--- src/tfq_pkg.sv ---
// ----------------------------------------------------------------------------
// tfq_pkg - shared types and constants for the tetra face quality block
// Edge and face tables, pipeline depths and the lane result record.
// ----------------------------------------------------------------------------
package tfq_pkg;

	localparam int QW          = 32;  // result width
	localparam int LIMB        = 32;  // partial product operand width
	localparam int QUO_BITS    = 64;  // quotient bits of ratio squared
	localparam int SQRT_STEPS  = 32;  // one result bit per step
	localparam int NUM_EDGES   = 6;
	localparam int NUM_FACES   = 4;

	// edge order: ab ac ad bc bd cd
	localparam int EDGE_P [NUM_EDGES] = '{0, 0, 0, 1, 1, 2};
	localparam int EDGE_Q [NUM_EDGES] = '{1, 2, 3, 2, 3, 3};

	// faces abc abd acd bcd as edge triples
	localparam int FACE_E [NUM_FACES][3] = '{'{0, 1, 3}, '{0, 2, 4}, '{1, 2, 5}, '{3, 4, 5}};

	localparam int MUL_LAT   = 2;
	localparam int EDGE_LAT  = 3 + MUL_LAT;
	localparam int LANE_LAT  = MUL_LAT + 3 + QUO_BITS + SQRT_STEPS + 1;
	localparam int MERGE_LAT = 1;

	typedef struct packed {
		logic          vld;
		logic          deg;
		logic [QW-1:0] q;
	} lane_res_t;

endpackage

--- src/tfq_merge.sv ---
// ----------------------------------------------------------------------------
// tfq_merge - combine the four face lanes
// Largest ratio and any degenerate face, registered.
// ----------------------------------------------------------------------------
module tfq_merge (
	input  logic               clk,
	input  logic               arst_n,
	input  tfq_pkg::lane_res_t lres [tfq_pkg::NUM_FACES],
	output tfq_pkg::lane_res_t mres
);

	logic [tfq_pkg::QW-1:0] qmax;
	logic                   dany;
	logic [tfq_pkg::QW-1:0] q_q;
	logic                   deg_q;
	logic                   vld_q;

	always_comb begin
		qmax = lres[0].q;
		dany = lres[0].deg;
		for (int i = 1; i < tfq_pkg::NUM_FACES; i++) begin
			if (lres[i].q > qmax) begin
				qmax = lres[i].q;
			end
			dany = dany | lres[i].deg;
		end
	end

	always_ff @(posedge clk) begin
		q_q   <= qmax;
		deg_q <= dany;
	end

	always_ff @(posedge clk or negedge arst_n) begin
		if (!arst_n) begin
			vld_q <= 1'b0;
		end else begin
			vld_q <= lres[0].vld;
		end
	end

	assign mres.vld = vld_q;
	assign mres.deg = deg_q;
	assign mres.q   = q_q;

endmodule

--- config.mk ---
export PLATFORM = sky130hd
export DESIGN_NAME = tfq_merge
export DESIGN_NICKNAME = d
export VERILOG_FILES = /design/src/tfq_pkg.sv /design/src/tfq_merge.sv
export SDC_FILE = /design/constraint.sdc
export NUM_CORES = 1
export LEC_CHECK = 0
export BUFFER_PORTS_ARGS = -buffer_cell sky130_fd_sc_hd__buf_2
export CORE_MARGIN = 4
export CORE_UTILIZATION = 54
export CTS_CLUSTER_SIZE = 25
export DETAILED_ROUTE_END_ITERATION = 12
export GPL_ROUTABILITY_DRIVEN = 0
export PLACE_DENSITY_LB_ADDON = 0.05
export SETUP_SLACK_MARGIN = 0.1
export SLEW_MARGIN = 20
export SYNTH_ARGS = -nofsm -noshare
export SYNTH_HDL_FRONTEND = slang
export SYNTH_SLANG_ARGS = --single-unit
--- constraint.sdc ---
create_clock -name clk -period 1.7 [get_ports clk]
set_clock_uncertainty 0.1 [all_clocks]
set_input_delay 0.34 -clock clk [delete_from_list [all_inputs] [get_ports clk]]
set_output_delay 0.34 -clock clk [all_outputs]
set_load 0.05 [all_outputs]
==> results of run 1 <==
## kinds of logic after synthesis
kind of cell,share of synthesized area [%]
adders and majority gates,27.5
AOI/OAI and AO/OA,24.5
and+or+nand+nor,15.9
muxes,7.34
DFF,15.7
buffers and inverters,9.03
## through the flow
stage / worst slack [ns] / instances / setup TNS (ns) / utilization [%] / instance area, µm²
floorplan: -4.40 / 533 / -140.18 / - / 4850
global placement: -5.07 / 925 / -160.70 / 87.1 / 6800
detailed placement: -5.19 / 925 / -163.39 / 87.1 / 6800
## cells in the mapped netlist (all sizes together), types with 5 or more instances
| cell type | number | share of area [%] |
|---|---|---|
| nand4 | 20 | 2.9 |
| nor2 | 41 | 3.5 |
| a21o | 37 | 6.4 |
| buf | 23 | 3.1 |
| mux2i | 32 | 7.3 |
| ha | 96 | 28 |
| inv | 67 | 5.8 |
| a221oi | 35 | 8.2 |
| nand3 | 11 | 1.3 |
| nand2 | 17 | 1.5 |
| or4 | 5 | 0.86 |
| o21ai | 10 | 1.2 |
| a21oi | 37 | 4.3 |
| dfxtp | 33 | 15 |
| nor3 | 37 | 4.2 |
==> results_dict.tcl, run 1 <==
set metrics [dict create \
    cts_resized 92 \
    rows 32 \
    syn_inst 533 \
    async_reset_ff_share_pct 2.94 \
    initial_core_util_pct 55.9 \
    cts_max_level 2 \
    cts_buffer_depth 2 \
    holdBufCountCts 1 \
    netlist_area_um2 4360 \
    status "aborted with a tool error" \
    synth_edf_count 0 \
    ios 172 \
    ys_warn_count 0 \
    dp_hpwl_um 13000 \
    cts_sinks 34 \
    synth_seq_cells 34 \
    ys.flop_type "dfxtp_1" \
    synth_cell_types 38 \
    cts_buffers 5 \
    synth_fp_nets 767 \
    ys_seq_area_share_pct 15.7 \
    syn_avg_cell_area_um2 8.19 \
    post_cts_buffers 33 \
    error "[ERROR DPL-0033] detailed placement checks failed during check placement." \
    die_x_um 97.9 \
    root_buffer "clkbuf_8" \
    lastStage "4_1_cts" \
    port_buffers 168 \
    chipHeight_um 97.9 \
]
==> run 2, diff against run 1 <==
--- a/config.mk
+++ b/config.mk
@@ -7,12 +7,10 @@
 export LEC_CHECK = 0
 export BUFFER_PORTS_ARGS = -buffer_cell sky130_fd_sc_hd__buf_2
 export CORE_MARGIN = 4
-export CORE_UTILIZATION = 54
-export CTS_CLUSTER_SIZE = 25
+export CORE_UTILIZATION = 40
 export DETAILED_ROUTE_END_ITERATION = 12
 export GPL_ROUTABILITY_DRIVEN = 0
-export PLACE_DENSITY_LB_ADDON = 0.05
-export SETUP_SLACK_MARGIN = 0.1
+export PLACE_DENSITY_LB_ADDON = 0.15
 export SLEW_MARGIN = 20
 export SYNTH_ARGS = -nofsm -noshare
 export SYNTH_HDL_FRONTEND = slang
==> results_dict.tcl, run 2 <==
set metrics [dict create \
    status "complete, but fails checks" \
    violations "setup timing" \
    cp.required_ns 1.81 \
    track_usage_pct 25.7 \
    synth_cell_types 38 \
    p_per_area_nw_per_um2 951 \
    root_buffer "clkbuf_8" \
    synth_edf_count 0 \
    finalCritPeriodShare_pct 400 \
    min_period_ns 6.81 \
    slew_viol_final 0 \
    worstPathMaxFanout 11 \
    fin_setup_tns_ns -160.69 \
    port_buffers 168 \
    final_hold_viol_count 0 \
    synth_top_area_cell "ha_1" \
    final.setup.worst_slack_ns -5.11 \
    cts_max_level 2 \
    path_buf_inv 8 \
    cts_buffer_depth 2 \
    arrival_ns 6.91 \
    ys.flop_type "dfxtp_1" \
    top_regs "q_q x32, deg_q x1, vld_q x1" \
    timing.fmax_mhz 147 \
    tightest_slew_ns 0.398 \
    final_common_cell "buf_4" \
    wire_per_inst_um 19.4 \
    synth_common_cells "96 x ha_1, 67 x inv_1, 41 x nor2_1, 37 x a21o_1, 37 x nor3_1" \
    initial_core_util_pct 41.7 \
    antenna_cells 0 \
    route.vias.total 5696 \
    async_reset_ff_share_pct 2.94 \
    cts_sinks 34 \
    ant_nets 0 \
    postPlaceCellArea_um2 6880 \
    syn_avg_cell_area_um2 8.19 \
    ios 172 \
    multi_input_area_um2 4310 \
    cp_common_cell "buf_4" \
    synth_fp_nets 767 \
    drtPass1Iterations 5 \
    grt_pass1_vias 5826 \
    syn_to_final_growth_pct 89.0 \
    critPathKind "in2reg" \
    crit_path_start_kind "input port" \
    grt-ovfl-total 0 \
    seq_area_um2 686 \
    dp_hpwl_um 13100 \
    antenna_found_initial 0 \
    drv_cap 0 \
    ys_warn_count 0 \
    yosysTopAreaCellShare_pct 27.5 \
    rows 37 \
    cts_tree "yes" \
    ir_drop_v 0.000920 \
    drt_iter0_drc 325 \
    slew_headroom_pct 72.8 \
    cts_buffers 5 \
    core-area_um2 10500 \
    chipHeight_um 112 \
    final-setup-viol-count 32 \
    vias_per_cell 5.63 \
    ys_seq_area_share_pct 15.7 \
    die_x_um 112 \
    netlist_area_um2 4360 \
    synth.area.top_cells "ha_1 28%, dfxtp_1 15%, mux2i_1 7.3%" \
    nFillCells 671 \
    die_area_um2 12600 \
    hold_path_class "in2reg" \
    cpMaxStageDelayCell "or4_4" \
    clk_pin_slew_worst_paths_ns 0.08 \
    final_cell_mix "163 x buf_4, 154 x buf_2, 64 x ha_1" \
    crit_path_max_incr_delay_ns 0.60 \
    syn_inst 533 \
    drc_errors 0 \
    crit_family "compound AO/OA/AOI/OAI gates" \
    design_area_um2 8250 \
    end_kind "flip-flop" \
    grt_max_degree 26 \
    largest_register "q_q" \
    leakage_nw 4.14 \
    routed_wl_um 19600 \
    layout-drive-gt1-share_pct 59.0 \
    largest_reg_flops 32 \
    rsz0062_at_grt "true" \
    fin_nets 1108 \
    grt_pass1_wl_um 26800 \
    whs_ns 0.0345 \
    post-synth-top-count-cell "ha_1" \
    synth_seq_cells 34 \
]
## run 2: cell counts after synthesis
No cell type changed its count.
## run 2: kinds of logic after synthesis
| group | share of synthesized area [%] |
|---|---|
| fa+ha+maj | 27.5 |
| mux | 7.34 |
| simple gates | 15.9 |
| flops | 15.7 |
| buf+inv | 9.03 |
| compound gates | 24.5 |
## run 2: report_power, final
| group | leakage [nW] | total (mW) | switching (mW) | internal (mW) |
|---|---|---|---|---|
| Sequential | 0.290 | 1.17 | 0.0841 | 1.09 |
| Clock | 0.0714 | 0.992 | 0.365 | 0.626 |
| Combinational | 3.78 | 5.68 | 3.22 | 2.46 |
## run 2: stage by stage
stage	cells	worst slack (ns)	utilization [%]	power [mW]
2_1_floorplan	533	-4.40	-	4.11
3_3_place_gp	968	-5.22	65.7	5.42
3_5_place_dp	968	-5.40	65.7	5.52
4_1_cts	992	-4.71	71.7	7.05
5_1_grt	1011	-5.27	78.8	8.21
6_report	1011	-5.11	78.8	7.85
## run 2: routing by layer
| layer | wire length [µm] | up-vias | GRT usage, % |
|---|---|---|---|
| met2 | 10100 | 264 | 46.2 |
| met5 | 0 | - | 0 |
| met1 | 7430 | 2689 | 30.6 |
| met4 | 734 | 0 | 9.38 |
| met3 | 1350 | 58 | 4.42 |
| li1 | - | 2685 | - |
## run 2: worst paths after layout
path	startpoint	endpoint	cells past startpoint
min in group asynchronous	arst_n	vld_q	2
hold / removal	lres[135]	vld_q	1
setup / recovery	lres[117]	q_q[13]	31
max in group asynchronous	arst_n	vld_q	2
## run 2: what timing repair did
| action | 4_1_cts | 5_1_grt |
|---|---|---|
| pin swaps | 8 | 28 |
| setup buffers | 11 | 18 |
| resized for setup | 58 | 103 |
| setup endpoints to repair | 32 | 32 |
| hold endpoints to repair | 1 | 0 |
| cloned | 4 | 3 |
| hold buffers | 1 | 0 |
## run 2: layout make-up
class | instances | share of cell area, %
Sequential cell | 34 | 8.31
Timing Repair Buffer | 359 | 32.2
Tap cell | 136 | 2.06
Multi-Input combinational cell | 407 | 52.3
Clock inverter | 2 | 0.728
Clock buffer | 6 | 1.00
Inverter | 67 | 3.41
No activity file was read; power rests on OpenSTA's default activity.
